==> src/design/csf_pkg.sv <==
// ----------------------------------------------------------------------------
// csf_pkg
// Shared types, register indexes and the byte folding function of the
// caseless substring finder.
// ----------------------------------------------------------------------------
`timescale 1ns / 1ps

package csf_pkg;

    typedef logic [7:0] t_byte;

    // Configuration register indexes
    typedef logic [1:0] t_cfg_idx;
    localparam t_cfg_idx CFG_PATTERN_BYTES  = 2'd0;
    localparam t_cfg_idx CFG_PATTERN_LENGTH = 2'd1;

    // Width of the pattern register in bytes and of the length register
    localparam int PAT_BYTES = 8;
    localparam int LEN_W     = 4;
    localparam int POS_OUT_W = 16;

    typedef logic [LEN_W-1:0]     t_len;
    typedef logic [POS_OUT_W-1:0] t_pos;

    // One result beat
    typedef struct packed {
        logic found;
        t_pos match_position;
    } t_result;

    // Control handed to every window cell
    typedef struct packed {
        logic shift;
        logic clear;
    } t_cell_ctl;

    // Fold A-Z to lower case, pass everything else
    function automatic t_byte fold_byte(input t_byte b);
        if (b >= 8'h41 && b <= 8'h5A) begin
            return b + 8'h20;
        end
        return b;
    endfunction

endpackage

==> src/design/csf_ifs.sv <==
// ----------------------------------------------------------------------------
// csf_ifs
// Valid/ready channels of the caseless substring finder: text in, result
// out and register writes.
// ----------------------------------------------------------------------------
`timescale 1ns / 1ps

interface csf_text_if;
    logic           valid;
    logic           ready;
    csf_pkg::t_byte text_byte;

    modport source (output valid, output text_byte, input ready);
    modport sink   (input valid, input text_byte, output ready);
endinterface

interface csf_result_if;
    logic           valid;
    logic           ready;
    logic           found;
    csf_pkg::t_pos  match_position;

    modport source (output valid, output found, output match_position, input ready);
    modport sink   (input valid, input found, input match_position, output ready);
endinterface

interface csf_cfg_if;
    logic              valid;
    logic              ready;
    csf_pkg::t_cfg_idx index;
    logic [63:0]       data;

    modport source (output valid, output index, output data, input ready);
    modport sink   (input valid, input index, input data, output ready);
endinterface

==> src/design/csf_cell.sv <==
// ----------------------------------------------------------------------------
// csf_cell
// One window cell: holds one folded text byte, hands it to the next cell on
// every beat and compares it with the pattern byte aligned to its place.
// ----------------------------------------------------------------------------
`timescale 1ns / 1ps

module csf_cell (
    input  logic                i_clk,
    input  logic                i_rst_n,
    input  csf_pkg::t_cell_ctl  i_ctl,
    input  csf_pkg::t_byte      i_byte,
    input  csf_pkg::t_byte      i_pat,
    input  logic                i_use,
    output csf_pkg::t_byte      o_byte,
    output logic                o_ok
);
    import csf_pkg::*;

    t_byte r_byte;

    // Shift in the neighbor's byte, drop the window at string end
    always_ff @(posedge i_clk) begin
        if (!i_rst_n) begin
            r_byte <= '0;
        end else if (i_ctl.shift) begin
            r_byte <= i_ctl.clear ? '0 : i_byte;
        end
    end

    assign o_byte = r_byte;
    assign o_ok   = !i_use || (r_byte == i_pat);

endmodule

==> src/design/csf_out_fifo.sv <==
// ----------------------------------------------------------------------------
// csf_out_fifo
// Two-entry circular result buffer, so the
// text side keeps moving while a result waits to be taken.
// ----------------------------------------------------------------------------
`timescale 1ns / 1ps

module csf_out_fifo (
    input  logic              i_clk,
    input  logic              i_rst_n,
    input  logic              i_push,
    input  csf_pkg::t_result  i_data,
    output logic              o_full,
    output logic              o_valid,
    input  logic              i_ready,
    output csf_pkg::t_result  o_data
);
    import csf_pkg::*;

    localparam int DEPTH = 2;

    t_result    r_mem [0:DEPTH-1];
    logic       r_wr_ptr;
    logic       r_rd_ptr;
    logic [1:0] r_count;
    logic [1:0] n_count;
    logic       w_pop;

    assign o_valid = (r_count != 2'd0);
    assign o_full  = (r_count == 2'(DEPTH));
    assign o_data  = r_mem[r_rd_ptr];
    assign w_pop   = o_valid && i_ready;

    // Track occupancy
    always_comb begin
        n_count = r_count;
        if (i_push && !w_pop) begin
            n_count = r_count + 2'd1;
        end else if (!i_push && w_pop) begin
            n_count = r_count - 2'd1;
        end
    end

    // Advance pointers and count
    always_ff @(posedge i_clk) begin
        if (!i_rst_n) begin
            r_wr_ptr <= 1'b0;
            r_rd_ptr <= 1'b0;
            r_count  <= 2'd0;
        end else begin
            r_count <= n_count;
            if (i_push) begin
                r_wr_ptr <= ~r_wr_ptr;
            end
            if (w_pop) begin
                r_rd_ptr <= ~r_rd_ptr;
            end
        end
    end

    // Store the beat
    always_ff @(posedge i_clk) begin
        if (i_push) begin
            r_mem[r_wr_ptr] <= i_data;
        end
    end

endmodule

==> src/design/caseless_substring_finder_top.sv <==
// ----------------------------------------------------------------------------
// caseless_substring_finder_top
// Case-insensitive search of a short pattern in zero-terminated text
// arriving one byte per beat, built as a shifting row of compare cells.
// ----------------------------------------------------------------------------
//  channel   dir  payload                          notes
//  i_text    in   text_byte[7:0]                   zero byte ends the string
//  o_result  out  found, match_position[15:0]      at most one per text beat
//  i_cfg     in   index[1:0], data[63:0]           always ready
//
//  One text beat per cycle while the result buffer has room; a result is
//  registered in the result buffer before it leaves. The row of window cells
//  moves every beat; all cells compare in the same cycle the byte arrives.
//  Reset clears the window, the count, the registers and the result buffer.
//  i_text.ready drops only when both result buffer entries are full.
// ----------------------------------------------------------------------------
`timescale 1ns / 1ps

module caseless_substring_finder_top #(
    parameter int MAX_PATTERN   = 8,
    parameter int POSITION_BITS = 16
) (
    input  logic         i_clk,
    input  logic         i_rst_n,
    csf_text_if.sink     i_text,
    csf_result_if.source o_result,
    csf_cfg_if.sink      i_cfg
);
    import csf_pkg::*;

    localparam int   POS_EXT_W  = (POSITION_BITS > POS_OUT_W) ? POSITION_BITS : POS_OUT_W;
    localparam t_len MAX_LEN    = LEN_W'(MAX_PATTERN);

    logic [63:0]              r_pattern_bytes;
    t_len                     r_pattern_length;
    logic [POSITION_BITS-1:0] r_bytes_seen;
    logic                     r_reported;

    t_byte      w_c;
    logic       w_accept;
    logic       w_zero;
    t_byte      w_pat_raw  [0:PAT_BYTES-1];
    t_byte      w_pat_fold [0:PAT_BYTES-1];
    t_len       w_len;
    t_byte      w_q   [0:MAX_PATTERN-1];
    logic       w_use [0:MAX_PATTERN-1];
    t_byte      w_win [0:MAX_PATTERN-1];
    logic [MAX_PATTERN-1:0] w_ok;
    logic       w_hit;
    logic       w_produced;
    logic       w_full;
    t_cell_ctl  w_ctl;
    t_result    w_result;
    t_result    w_out;
    logic [POSITION_BITS-1:0] w_pos;
    logic [POS_EXT_W-1:0]     w_pos_ext;

    // Register writes
    assign i_cfg.ready = 1'b1;

    always_ff @(posedge i_clk) begin
        if (!i_rst_n) begin
            r_pattern_bytes  <= '0;
            r_pattern_length <= '0;
        end else if (i_cfg.valid) begin
            case (i_cfg.index)
                CFG_PATTERN_BYTES:  r_pattern_bytes  <= i_cfg.data;
                CFG_PATTERN_LENGTH: r_pattern_length <= i_cfg.data[LEN_W-1:0];
                default: ;
            endcase
        end
    end

    // Split and fold the pattern
    always_comb begin
        for (int k = 0; k < PAT_BYTES; k++) begin
            w_pat_raw[k]  = r_pattern_bytes[8*k +: 8];
            w_pat_fold[k] = fold_byte(r_pattern_bytes[8*k +: 8]);
        end
    end

    // Effective length: clamp, then stop at the first zero pattern byte
    always_comb begin
        t_len lim;
        logic stop;
        lim  = (r_pattern_length > MAX_LEN) ? MAX_LEN : r_pattern_length;
        w_len = lim;
        stop = 1'b0;
        for (int k = 0; k < PAT_BYTES; k++) begin
            if (!stop && (LEN_W'(k) < lim) && (w_pat_raw[k] == 8'h00)) begin
                w_len = LEN_W'(k);
                stop  = 1'b1;
            end
        end
    end

    // Align the pattern so that place b holds the byte expected b beats back
    always_comb begin
        t_len diff;
        for (int b = 0; b < MAX_PATTERN; b++) begin
            diff     = w_len - LEN_W'(b) - 4'd1;
            w_use[b] = (LEN_W'(b) < w_len);
            w_q[b]   = w_pat_fold[diff[2:0]];
        end
    end

    // Current byte is place zero of the row
    assign w_accept = i_text.valid && i_text.ready;
    assign w_c      = fold_byte(i_text.text_byte);
    assign w_zero   = (w_c == 8'h00);
    assign w_win[0] = w_c;
    assign w_ok[0]  = !w_use[0] || (w_c == w_q[0]);

    assign w_ctl.shift = w_accept;
    assign w_ctl.clear = w_zero;

    // Row of window cells, each one byte further back
    for (genvar j = 1; j < MAX_PATTERN; j++) begin : g_cell
        csf_cell u_cell (
            .i_clk   (i_clk),
            .i_rst_n (i_rst_n),
            .i_ctl   (w_ctl),
            .i_byte  (w_win[j-1]),
            .i_pat   (w_q[j]),
            .i_use   (w_use[j]),
            .o_byte  (w_win[j]),
            .o_ok    (w_ok[j])
        );
    end

    // Match decision and start position
    assign w_hit = (w_len != '0) && !w_zero && (&w_ok)
                && (r_bytes_seen >= POSITION_BITS'(w_len - 4'd1));
    assign w_pos     = r_bytes_seen - POSITION_BITS'(w_len - 4'd1);
    assign w_pos_ext = POS_EXT_W'(w_pos);

    always_comb begin
        w_result.found          = (w_len == '0) || w_hit;
        w_result.match_position = '0;
        if (w_len != '0 && w_hit) begin
            w_result.match_position = (w_pos_ext > POS_EXT_W'(16'hFFFF)) ? 16'hFFFF
                                    : w_pos_ext[POS_OUT_W-1:0];
        end
    end

    assign w_produced = w_accept && !r_reported && ((w_len == '0) || w_hit || w_zero);

    // Per-string count and report flag
    always_ff @(posedge i_clk) begin
        if (!i_rst_n) begin
            r_bytes_seen <= '0;
            r_reported   <= 1'b0;
        end else if (w_accept) begin
            if (w_zero) begin
                r_bytes_seen <= '0;
                r_reported   <= 1'b0;
            end else begin
                if (r_bytes_seen != '1) begin
                    r_bytes_seen <= r_bytes_seen + 1'b1;
                end
                if (w_produced) begin
                    r_reported <= 1'b1;
                end
            end
        end
    end

    // Result buffer
    csf_out_fifo u_out (
        .i_clk   (i_clk),
        .i_rst_n (i_rst_n),
        .i_push  (w_produced),
        .i_data  (w_result),
        .o_full  (w_full),
        .o_valid (o_result.valid),
        .i_ready (o_result.ready),
        .o_data  (w_out)
    );

    assign i_text.ready            = !w_full;
    assign o_result.found          = w_out.found;
    assign o_result.match_position = w_out.match_position;

endmodule

==> src/flat_wrapper.sv <==
// flat-port wrapper written by rule: the top's interface ports become plain ports
module caseless_substring_finder_top_flat import csf_pkg::*;
#(
    parameter int MAX_PATTERN   = 8,
    parameter int POSITION_BITS = 16
)
  (i_clk, i_rst_n, i_text_valid, i_text_text_byte, i_text_ready, o_result_valid, o_result_found, o_result_match_position, o_result_ready, i_cfg_valid, i_cfg_index, i_cfg_data, i_cfg_ready);
  csf_text_if i_text_i ();
  csf_result_if o_result_i ();
  csf_cfg_if i_cfg_i ();
  input  logic i_clk;
  input  logic i_rst_n;
  input wire logic [$bits(i_text_i.valid)-1:0] i_text_valid;
  input wire logic [$bits(i_text_i.text_byte)-1:0] i_text_text_byte;
  output wire logic [$bits(i_text_i.ready)-1:0] i_text_ready;
  output wire logic [$bits(o_result_i.valid)-1:0] o_result_valid;
  output wire logic [$bits(o_result_i.found)-1:0] o_result_found;
  output wire logic [$bits(o_result_i.match_position)-1:0] o_result_match_position;
  input wire logic [$bits(o_result_i.ready)-1:0] o_result_ready;
  input wire logic [$bits(i_cfg_i.valid)-1:0] i_cfg_valid;
  input wire logic [$bits(i_cfg_i.index)-1:0] i_cfg_index;
  input wire logic [$bits(i_cfg_i.data)-1:0] i_cfg_data;
  output wire logic [$bits(i_cfg_i.ready)-1:0] i_cfg_ready;
  assign i_text_i.valid = i_text_valid;
  assign i_text_i.text_byte = i_text_text_byte;
  assign i_text_ready = i_text_i.ready;
  assign o_result_valid = o_result_i.valid;
  assign o_result_found = o_result_i.found;
  assign o_result_match_position = o_result_i.match_position;
  assign o_result_i.ready = o_result_ready;
  assign i_cfg_i.valid = i_cfg_valid;
  assign i_cfg_i.index = i_cfg_index;
  assign i_cfg_i.data = i_cfg_data;
  assign i_cfg_ready = i_cfg_i.ready;
  caseless_substring_finder_top #(.MAX_PATTERN(MAX_PATTERN), .POSITION_BITS(POSITION_BITS)) u_core (.i_clk(i_clk), .i_rst_n(i_rst_n), .i_text(i_text_i), .o_result(o_result_i), .i_cfg(i_cfg_i));
endmodule
==> config.mk <==
export PLATFORM = sky130hd
export DESIGN_NAME = caseless_substring_finder_top_flat
export DESIGN_NICKNAME = d
export VERILOG_FILES = /design/src/design/csf_pkg.sv /design/src/design/csf_ifs.sv /design/src/design/csf_cell.sv /design/src/design/csf_out_fifo.sv /design/src/design/caseless_substring_finder_top.sv /design/src/flat_wrapper.sv
export SDC_FILE = /design/constraint.sdc
export NUM_CORES = 1
export LEC_CHECK = 0
export ABC_AREA = 1
export BUFFER_PORTS_ARGS = -buffer_cell sky130_fd_sc_hd__buf_4
export CORE_MARGIN = 2
export CORE_UTILIZATION = 53
export CTS_BUF_LIST = sky130_fd_sc_hd__clkbuf_8
export DETAILED_ROUTE_END_ITERATION = 7
export PLACE_DENSITY = 0.74
export SLEW_MARGIN = 30
export SYNTH_ARGS = -nofsm -noshare
export SYNTH_HDL_FRONTEND = slang
export SYNTH_SLANG_ARGS = --single-unit
==> constraint.sdc <==
create_clock -name i_clk -period 5.9 [get_ports i_clk]
set_input_delay 1.18 -clock i_clk [delete_from_list [all_inputs] [get_ports i_clk]]
set_output_delay 1.18 -clock i_clk [all_outputs]
set_load 0.02 [all_outputs]
==> flow_summary.html, run 1 <==
<table>
<tr><th>Metric</th><th>Value</th></tr>
<tr><th colspan="2">Drt</th></tr>
<tr><td>Number of vias after detailed routing</td><td>14200</td></tr>
<tr><td>Remaining design rule violation count</td><td>0</td></tr>
<tr><td>Number of optimization iterations in the first detailed-route pass</td><td>8</td></tr>
<tr><td>Avg WL per Cell</td><td>19.2 um</td></tr>
<tr><td>Post-detailed-route via-to-cell ratio</td><td>5.80</td></tr>
<tr><td>DR iter-0 viols</td><td>1747</td></tr>
<tr><td>Routed WL</td><td>47000 um</td></tr>
<tr><td>Remaining number of nets flagged by the antenna check after routing</td><td>0</td></tr>
<tr><th colspan="2">Worst setup path</th></tr>
<tr><td>Slowest stage cell, crit path</td><td>sky130_fd_sc_hd__ha_1</td></tr>
<tr><td>Total buffers and inverters traversed by the critical path</td><td>6</td></tr>
<tr><td>Category of cells accounting for the largest share of critical-path delay</td><td>simple AND/OR/NAND/NOR gates</td></tr>
<tr><td>Arrival time at the worst endpoint</td><td>5730 ps</td></tr>
<tr><td>Cell count along the critical path</td><td>36</td></tr>
<tr><td>WS Path Type</td><td>register to register</td></tr>
<tr><td>Critical path's largest stage delay</td><td>390 ps</td></tr>
<tr><td>Kind of launch point of the worst setup path</td><td>register</td></tr>
<tr><td>Setup crit end kind</td><td>register</td></tr>
<tr><td>Cell mode on critical path</td><td>sky130_fd_sc_hd__nand2_1</td></tr>
<tr><td>Data required time of the worst path</td><td>6280 ps</td></tr>
<tr><td>Logic depth of the worst register-to-register path</td><td>36</td></tr>
<tr><td>Worst-path maximum fanout</td><td>13</td></tr>
<tr><th colspan="2">Yosys</th></tr>
<tr><td>Area of the mapped netlist</td><td>12900 um^2</td></tr>
<tr><td>Area share of xor/xnor cells in the synthesized design</td><td>0.0157</td></tr>
<tr><td>Fraction of synthesized area in multiplexers</td><td>0.0149</td></tr>
<tr><td>Mapped Cells</td><td>2073</td></tr>
<tr><td>Post-synthesis simple-gate area fraction</td><td>0.407</td></tr>
<tr><td>Share of synthesized flip-flops with an asynchronous set or reset</td><td>0</td></tr>
<tr><td>Compound-Gate Fraction of Synth Area</td><td>0.123</td></tr>
<tr><td>Syn Area/Cell</td><td>6.21 um^2</td></tr>
<tr><td>Combinational family with the most area after synthesis</td><td>simple AND/OR/NAND/NOR gates</td></tr>
<tr><td>Number of warnings printed during yosys synthesis</td><td>0</td></tr>
<tr><td>Number of synthesized flops with an enable pin</td><td>34</td></tr>
<tr><td>Primary flip-flop cell chosen by synthesis mapping</td><td>sky130_fd_sc_hd__dfxtp_1</td></tr>
<tr><td>Adder-cell area share of the yosys netlist</td><td>0.0327</td></tr>
<tr><td>Flip-flop and latch count after synthesis</td><td>180</td></tr>
<tr><td>Synthesized netlist net count</td><td>2185</td></tr>
<tr><td>Top cells by area, synth</td><td>sky130_fd_sc_hd__dfxtp_1 (23%), sky130_fd_sc_hd__nand2_1 (19%), sky130_fd_sc_hd__nand3_1 (14%)</td></tr>
<tr><td>Share of the synthesized area in the top cell type</td><td>0.227</td></tr>
<tr><td>Synth unique cells</td><td>43</td></tr>
<tr><td>Sequential element share of the synthesized area</td><td>0.306</td></tr>
<tr><td>Library cell with the largest summed area after synthesis</td><td>sky130_fd_sc_hd__dfxtp_1</td></tr>
<tr><th colspan="2">Power and ir drop</th></tr>
<tr><td>Internal power summed over all cells</td><td>between 2 and 3 mW</td></tr>
<tr><td>Power density of the placed cells</td><td>390 nW/um^2</td></tr>
<tr><td>Net switching power</td><td>2.87 mW</td></tr>
<tr><td>Portion of total power attributed to sequential cells</td><td>0.262</td></tr>
<tr><td>LEAKAGE</td><td>6.54 nW</td></tr>
<tr><td>Overall power after layout</td><td>roughly 5.5 mW</td></tr>
<tr><td>Clock share of power</td><td>0.168</td></tr>
<tr><td>Combinational cell fraction of total power</td><td>0.571</td></tr>
<tr><td>Maximum ir drop on the vdd rail</td><td>0.000190 V</td></tr>
<tr><td>Net switching fraction of the power</td><td>0.520</td></tr>
<tr><th colspan="2">Global routing</th></tr>
<tr><td>Antenna violations before repair</td><td>0</td></tr>
<tr><td>Vias in the first global route</td><td>12949</td></tr>
<tr><td>Overall Global Routing Usage</td><td>0.367</td></tr>
<tr><td>Wire length of the first global-routing pass</td><td>72900 um</td></tr>
<tr><td>Gr ovfl total</td><td>0</td></tr>
<tr><td>Largest net degree at the start of global routing</td><td>about 130</td></tr>
<tr><th colspan="2">Cells and area</th></tr>
<tr><td>Final net count</td><td>around 2200</td></tr>
<tr><td># fillers</td><td>2420</td></tr>
<tr><td>Leading cell types in the layout, fill and taps excluded</td><td>sky130_fd_sc_hd__nand2_1 (662), sky130_fd_sc_hd__nand3_1 (350), sky130_fd_sc_hd__inv_1 (184), sky130_fd_sc_hd__a21oi_1 (167), sky130_fd_sc_hd__dfxtp_1 (146)</td></tr>
<tr><td>Fraction of final layout cells with drive strength greater than 1</td><td>0.0970</td></tr>
<tr><td>Most common library cell in the layout ignoring fill and taps</td><td>sky130_fd_sc_hd__nand2_1</td></tr>
<tr><td>Number of antenna repair diodes</td><td>0</td></tr>
<tr><td>Number of cells in the finished layout apart from fillers</td><td>2448</td></tr>
<tr><td>Area taken by multi-input logic gates</td><td>7700 um^2</td></tr>
<tr><td>Storage element area</td><td>3940 um^2</td></tr>
<tr><td>Layout area overhead</td><td>9.88%</td></tr>
<tr><td>Share of the core filled with cells</td><td>0.587</td></tr>
<tr><th colspan="2">STA</th></tr>
<tr><td>Relative slew slack</td><td>0.382</td></tr>
<tr><td>Setup repair after global routing missed its margin</td><td>false</td></tr>
<tr><td>Number of setup violations in the final report</td><td>0</td></tr>
<tr><td>Crit share post-route</td><td>0.908</td></tr>
<tr><td>Maximum clock frequency</td><td>187 MHz</td></tr>
<tr><td>Final Hold Fails</td><td>0</td></tr>
<tr><td>Final TNS setup</td><td>0 ps</td></tr>
<tr><td>Actual slew at the worst max-slew pin</td><td>slightly above 900 ps</td></tr>
<tr><td>Final worst clock skew</td><td>around 21 ps</td></tr>
<tr><td>Final-report max-slew violation count</td><td>0</td></tr>
<tr><td>Hold slack final</td><td>roughly 490 ps</td></tr>
<tr><td>Post-layout minimum cycle time</td><td>5350 ps</td></tr>
<tr><th colspan="2">Min path</th></tr>
<tr><td>Hold Path Class</td><td>register to register</td></tr>
<tr><td>Hold depth</td><td>2</td></tr>
<tr><th colspan="2">Clock tree</th></tr>
<tr><td># clock sinks</td><td>between 150 and 200</td></tr>
<tr><td>H-tree level count</td><td>4</td></tr>
<tr><td>Root buffer cell</td><td>sky130_fd_sc_hd__clkbuf_8</td></tr>
<tr><td>Maximum buffer depth of the clock tree</td><td>2</td></tr>
<tr><td>Clock latency on the worst-skew pair</td><td>490 ps</td></tr>
<tr><td>Clk pin slew, worst setup/hold paths</td><td>120 ps</td></tr>
<tr><td>CTS tree</td><td>yes</td></tr>
<tr><td>Total CTS buffers</td><td>17</td></tr>
<tr><th colspan="2">Floorplanning</th></tr>
<tr><td>Die boundary width</td><td>160 um</td></tr>
<tr><td># IOs</td><td>between 90 and 100</td></tr>
<tr><td>DIE AREA</td><td>between 20000 and 30000 um^2</td></tr>
<tr><td>Die Y-Extent</td><td>160 um</td></tr>
<tr><td>Core Area</td><td>24100 um^2</td></tr>
<tr><td>Initial standard-cell utilization of the core</td><td>0.534</td></tr>
<tr><td>Placement Rows</td><td>57</td></tr>
<tr><th colspan="2">Placed design</th></tr>
<tr><td>Routability-driven placement congestion ratio</td><td>1.05</td></tr>
<tr><td>Placed insts</td><td>2412</td></tr>
<tr><td>Sum of net half-perimeters after detailed placement</td><td>36600 um</td></tr>
<tr><td># port buffers</td><td>97</td></tr>
<tr><th colspan="2">Run status</th></tr>
<tr><td>Outcome</td><td>finished, final reports clean</td></tr>
<tr><th colspan="2">Flow run</th></tr>
<tr><td>Number of max-cap violations</td><td>0</td></tr>
</table>
[Yosys cell counts, drive strengths merged (3+ instances only)]
master  count
ha         32
a21oi     167
nand3     354
nor3b       3
o21bai      4
o211ai      3
clkbuf     49
nand4      15
nand2     670
o21ai     126
and2        4
xor2       16
nor2      119
edfxtp     34
nand3b     27
mux2       17
xnor2       7
nor3       15
inv       198
dfxtp     146
buf        53
a31oi       3
[area by class of cell]
cell class,instances,area share
Inverter,199,0.0529
Tap cell,324,0.0287
Clock buffer,17,0.0165
Timing Repair Buffer,121,0.0651
Multi-Input combinational cell,1592,0.544
Sequential cell,180,0.279
Clock inverter,15,0.0136
[timing repair]
item	in CTS	in global routing
setup endpoints to repair	0	37
hold buffers	0	0
gates resized for setup	0	11
buffers inserted	0	4
[layer usage]
metal  global-route usage  routed length (um)
met5                    0                   0
met4                0.158                2190
met3               0.0496                3810
met2                0.592               21000
met1                0.496               20000
[through the flow]
stage / setup slack (ps) / area [um^2]
after floorplan: 3.32 / 12900
after global placement: 485 / 13600
after detailed placement: 302 / 13600
after CTS: 231 / 14100
after global routing: 14.1 / 14100
final: 545 / 14100
[path summary, 6_finish.rpt]
kind	startpoint	to	slack [ps]
worst max-delay path	u_core.r_pattern_bytes[48]$_SDFFE_PN0P_	u_core.u_out.r_count[1]$_SDFFE_PN0P_	550
worst max register to register	u_core.r_pattern_bytes[48]$_SDFFE_PN0P_	u_core.u_out.r_count[1]$_SDFFE_PN0P_	550
worst min-delay path	u_core.g_cell[7].u_cell.o_byte[3]$_SDFFE_PN0P_	u_core.g_cell[7].u_cell.o_byte[3]$_SDFFE_PN0P_	490
worst min register to register	u_core.g_cell[7].u_cell.o_byte[3]$_SDFFE_PN0P_	u_core.g_cell[7].u_cell.o_byte[3]$_SDFFE_PN0P_	490
[worst register-to-register path, delay by kind of cell (launching register included)]
kind / cells / cell delay [ps]
simple gates: 21 / 2610
fa+ha+maj: 2 / 640
buf+inv: 6 / 770
flops: 1 / 370
compound gates: 7 / 860
[power by group through the flow]
stage	clock (mW)	sequential (mW)	combinational, mW
2_1_floorplan	0	1.42	2.18
3_3_place_gp	0	1.46	3.01
3_5_place_dp	0	1.47	3.04
4_1_cts	0.928	1.44	3.06
5_1_grt	0.975	1.46	3.47
6_report	0.927	1.44	3.15
[registers in the layout, indices dropped and copies added, names as in the netlist, named ones only]
register / cells
u_core.r_pattern_length: 4
u_core.g_cell.u_cell.o_byte: 56
u_core.r_pattern_bytes: 64
u_core.u_out.r_count: 2
u_core.u_out.r_wr_ptr: 1
u_core.r_reported: 1
u_core.u_out.r_mem: 34
u_core.r_bytes_seen: 16
u_core.u_out.r_rd_ptr: 1
[logic make-up after synthesis]
kind of cell	count (synthesis)
xor+xnor	23
buf+inv	301
fa+ha+maj	33
mux	17
flops	180
compound gates	309
other cells	1
simple gates	1209
(Power assumes the default switching activity.)
==> run 2, diff against run 1 <==
- REMOVE_ABC_BUFFERS: default -> 1
==> flow_summary.html, run 2 (synthesis gave the netlist of run 1 again) <==
<table>
<tr><th>Metric</th><th>Value</th></tr>
<tr><th colspan="2">Cells and area</th></tr>
<tr><td>Top reg by flops</td><td>u_core.r_pattern_bytes (unchanged)</td></tr>
<tr><td>Final net count</td><td>2224 (was 2223)</td></tr>
<tr><td>Max reg flops</td><td>64 (unchanged)</td></tr>
<tr><td>Fraction of final layout cells with drive strength greater than 1</td><td>0.101 (was 0.0970)</td></tr>
<tr><td>Leading cell types in the layout, fill and taps excluded</td><td>sky130_fd_sc_hd__nand2_1 (662), sky130_fd_sc_hd__nand3_1 (347), sky130_fd_sc_hd__inv_1 (186), sky130_fd_sc_hd__a21oi_1 (167), sky130_fd_sc_hd__dfxtp_1 (145) (was sky130_fd_sc_hd__nand2_1 (662), sky130_fd_sc_hd__nand3_1 (350), sky130_fd_sc_hd__inv_1 (184), sky130_fd_sc_hd__a21oi_1 (167), sky130_fd_sc_hd__dfxtp_1 (146))</td></tr>
<tr><td>Layout area overhead</td><td>9.83% (was 9.88%)</td></tr>
<tr><td>Number of antenna repair diodes</td><td>0 (unchanged)</td></tr>
<tr><td>Most common library cell in the layout ignoring fill and taps</td><td>sky130_fd_sc_hd__nand2_1 (unchanged)</td></tr>
<tr><th colspan="2">Run status</th></tr>
<tr><td>Outcome</td><td>finished, final reports clean (unchanged)</td></tr>
<tr><th colspan="2">Placed design</th></tr>
<tr><td># port buffers</td><td>97 (unchanged)</td></tr>
<tr><td>Worst Setup Slack post-DPL</td><td>332 ps (was 302 ps)</td></tr>
<tr><td>Sum of net half-perimeters after detailed placement</td><td>33000 um (was 36600 um)</td></tr>
<tr><td>Routability-driven placement congestion ratio</td><td>0.956 (was 1.05)</td></tr>
<tr><th colspan="2">Power and ir drop</th></tr>
<tr><td>Overall power after layout</td><td>5.36 mW (was 5.52 mW)</td></tr>
<tr><td>LEAKAGE</td><td>6.53 nW (was 6.54 nW)</td></tr>
<tr><td>Power density of the placed cells</td><td>379 nW/um^2 (was 390 nW/um^2)</td></tr>
<tr><td>Maximum ir drop on the vdd rail</td><td>0.000193 V (was 0.000190 V)</td></tr>
<tr><th colspan="2">STA</th></tr>
<tr><td>Final-report max-slew violation count</td><td>0 (unchanged)</td></tr>
<tr><td>Setup repair after global routing missed its margin</td><td>false (unchanged)</td></tr>
<tr><td>Final TNS setup</td><td>0 ps (unchanged)</td></tr>
<tr><td>Hold slack final</td><td>486 ps (was 494 ps)</td></tr>
<tr><td>Crit share post-route</td><td>0.908 (about the same)</td></tr>
<tr><td>Relative slew slack</td><td>0.453 (was 0.382)</td></tr>
<tr><td>Post-layout worst setup margin</td><td>543 ps (was 545 ps)</td></tr>
<tr><td>Number of setup violations in the final report</td><td>0 (unchanged)</td></tr>
<tr><td>Post-layout minimum cycle time</td><td>5360 ps (was 5350 ps)</td></tr>
<tr><td>Maximum clock frequency</td><td>187 MHz (about the same)</td></tr>
<tr><td>Final Hold Fails</td><td>0 (unchanged)</td></tr>
<tr><td>Final worst clock skew</td><td>13.5 ps (was 20.9 ps)</td></tr>
<tr><td>Actual slew at the worst max-slew pin</td><td>820 ps (was 927 ps)</td></tr>
<tr><th colspan="2">Floorplanning</th></tr>
<tr><td># IOs</td><td>99 (unchanged)</td></tr>
<tr><td>Core Area</td><td>24100 um^2 (unchanged)</td></tr>
<tr><td>DIE AREA</td><td>25500 um^2 (unchanged)</td></tr>
<tr><td>Placement Rows</td><td>57 (unchanged)</td></tr>
<tr><td>Die Y-Extent</td><td>160 um (unchanged)</td></tr>
<tr><td>Initial standard-cell utilization of the core</td><td>0.534 (unchanged)</td></tr>
<tr><td>Die boundary width</td><td>160 um (unchanged)</td></tr>
<tr><th colspan="2">Clock tree</th></tr>
<tr><td>Clock latency on the worst-skew pair</td><td>490 ps (about the same)</td></tr>
<tr><td>CTS tree</td><td>yes (unchanged)</td></tr>
<tr><td># clock sinks</td><td>180 (unchanged)</td></tr>
<tr><td>Total CTS buffers</td><td>17 (unchanged)</td></tr>
<tr><td>H-tree level count</td><td>4 (unchanged)</td></tr>
<tr><td>Maximum buffer depth of the clock tree</td><td>2 (unchanged)</td></tr>
<tr><td>Clk pin slew, worst setup/hold paths</td><td>110 ps (was 120 ps)</td></tr>
<tr><td>Root buffer cell</td><td>sky130_fd_sc_hd__clkbuf_8 (unchanged)</td></tr>
<tr><th colspan="2">Worst setup path</th></tr>
<tr><td>Kind of launch point of the worst setup path</td><td>register (unchanged)</td></tr>
<tr><td>Setup crit end kind</td><td>register (unchanged)</td></tr>
<tr><td>Worst-path maximum fanout</td><td>5 (was 13)</td></tr>
<tr><td>Total buffers and inverters traversed by the critical path</td><td>4 (was 6)</td></tr>
<tr><td>Cell mode on critical path</td><td>sky130_fd_sc_hd__nand2_1 (unchanged)</td></tr>
<tr><td>Slowest stage cell, crit path</td><td>sky130_fd_sc_hd__dfxtp_1 (was sky130_fd_sc_hd__ha_1)</td></tr>
<tr><td>WS Path Type</td><td>register to register (unchanged)</td></tr>
<tr><td>Critical path's largest stage delay</td><td>420 ps (was 390 ps)</td></tr>
<tr><td>Data required time of the worst path</td><td>6280 ps (about the same)</td></tr>
<tr><td>Arrival time at the worst endpoint</td><td>5740 ps (was 5730 ps)</td></tr>
<tr><td>Category of cells accounting for the largest share of critical-path delay</td><td>simple AND/OR/NAND/NOR gates (unchanged)</td></tr>
<tr><th colspan="2">Drt</th></tr>
<tr><td>Number of vias after detailed routing</td><td>14060 (was 14200)</td></tr>
<tr><td>Remaining number of nets flagged by the antenna check after routing</td><td>0 (unchanged)</td></tr>
<tr><td>Routed WL</td><td>43600 um (was 47000 um)</td></tr>
<tr><td>Number of optimization iterations in the first detailed-route pass</td><td>6 (was 8)</td></tr>
<tr><td>Post-detailed-route via-to-cell ratio</td><td>5.74 (was 5.80)</td></tr>
<tr><td>Remaining design rule violation count</td><td>0 (unchanged)</td></tr>
<tr><td>DR iter-0 viols</td><td>1377 (was 1747)</td></tr>
<tr><td>Avg WL per Cell</td><td>17.8 um (was 19.2 um)</td></tr>
<tr><th colspan="2">Global routing</th></tr>
<tr><td>Met3 global-route usage</td><td>0.0468 (was 0.0496)</td></tr>
<tr><td>Antenna violations before repair</td><td>0 (unchanged)</td></tr>
<tr><td>Overall Global Routing Usage</td><td>0.342 (was 0.367)</td></tr>
<tr><td>Wire length of the first global-routing pass</td><td>68700 um (was 72900 um)</td></tr>
<tr><td>Met2 Resource Use GR</td><td>0.544 (was 0.592)</td></tr>
<tr><td>Gr ovfl total</td><td>0 (unchanged)</td></tr>
<tr><td>Vias in the first global route</td><td>12876 (was 12949)</td></tr>
<tr><td>Met1 track utilization from global routing</td><td>0.466 (was 0.496)</td></tr>
<tr><td>Busiest grt layer</td><td>met2 (unchanged)</td></tr>
<tr><td>Largest net degree at the start of global routing</td><td>101 (was 125)</td></tr>
<tr><th colspan="2">Min path</th></tr>
<tr><td>Hold Path Class</td><td>register to register (unchanged)</td></tr>
<tr><th colspan="2">Flow run</th></tr>
<tr><td>Number of max-cap violations</td><td>0 (unchanged)</td></tr>
</table>
-- run 2: final timing paths --
kind                                                  start                                        endpoint  slack [ps]  depth (start not counted)
max reg2reg         u_core.r_pattern_bytes[42]$_SDFFE_PN0P_            u_core.u_out.r_count[1]$_SDFFE_PN0P_         540                         40
max                 u_core.r_pattern_bytes[42]$_SDFFE_PN0P_            u_core.u_out.r_count[1]$_SDFFE_PN0P_         540                         40
min          u_core.g_cell[7].u_cell.o_byte[1]$_SDFFE_PN0P_  u_core.g_cell[7].u_cell.o_byte[1]$_SDFFE_PN0P_         490                          2
min reg2reg  u_core.g_cell[7].u_cell.o_byte[1]$_SDFFE_PN0P_  u_core.g_cell[7].u_cell.o_byte[1]$_SDFFE_PN0P_         490                          2
-- run 2: timing repair --
item                                    in CTS  in global routing
gates resized for setup                      0                 25
setup buffers                                0                  1
hold buffers                                 0                  0
endpoints found under the setup margin       0                 38
-- run 2: report_power, final --
group	internal [mW]	switching (mW)
Combinational	0.976	2.09
Sequential	1.35	0.0872
Clock	0.310	0.543
-- run 2: worst min-delay path: stages (launching register included) --
cell	delay (ps)
sky130_fd_sc_hd__dfxtp_1	330
sky130_fd_sc_hd__nand2_1	60
sky130_fd_sc_hd__a21oi_1	50
-- run 2: cell type report --
cell class / instances / area (um^2)
clock buffers: 17 / 234
clock inverters: 15 / 138
fillers: 2476 / 9970
inverters: 199 / 751
multi-input cells: 1592 / 7740
flip-flops and latches: 180 / 3950
well taps: 324 / 405
repair buffers: 122 / 920
-- run 2: per-stage QoR --
stage          cells  cell area [um^2]  utilization
2_1_floorplan   1971             12300            -
3_3_place_gp    2416             13700        0.566
3_5_place_dp    2416             13700        0.566
4_1_cts         2448             14000        0.582
5_1_grt         2449             14100        0.586
6_report        2449             14100        0.586
-- run 2: per-layer routing --
layer | vias up | wire, um
met5 | - | 0
met4 | 0 | 1820
met3 | 96 | 3290
met2 | 565 | 19700
met1 | 6519 | 18800
li1 | 6880 | -
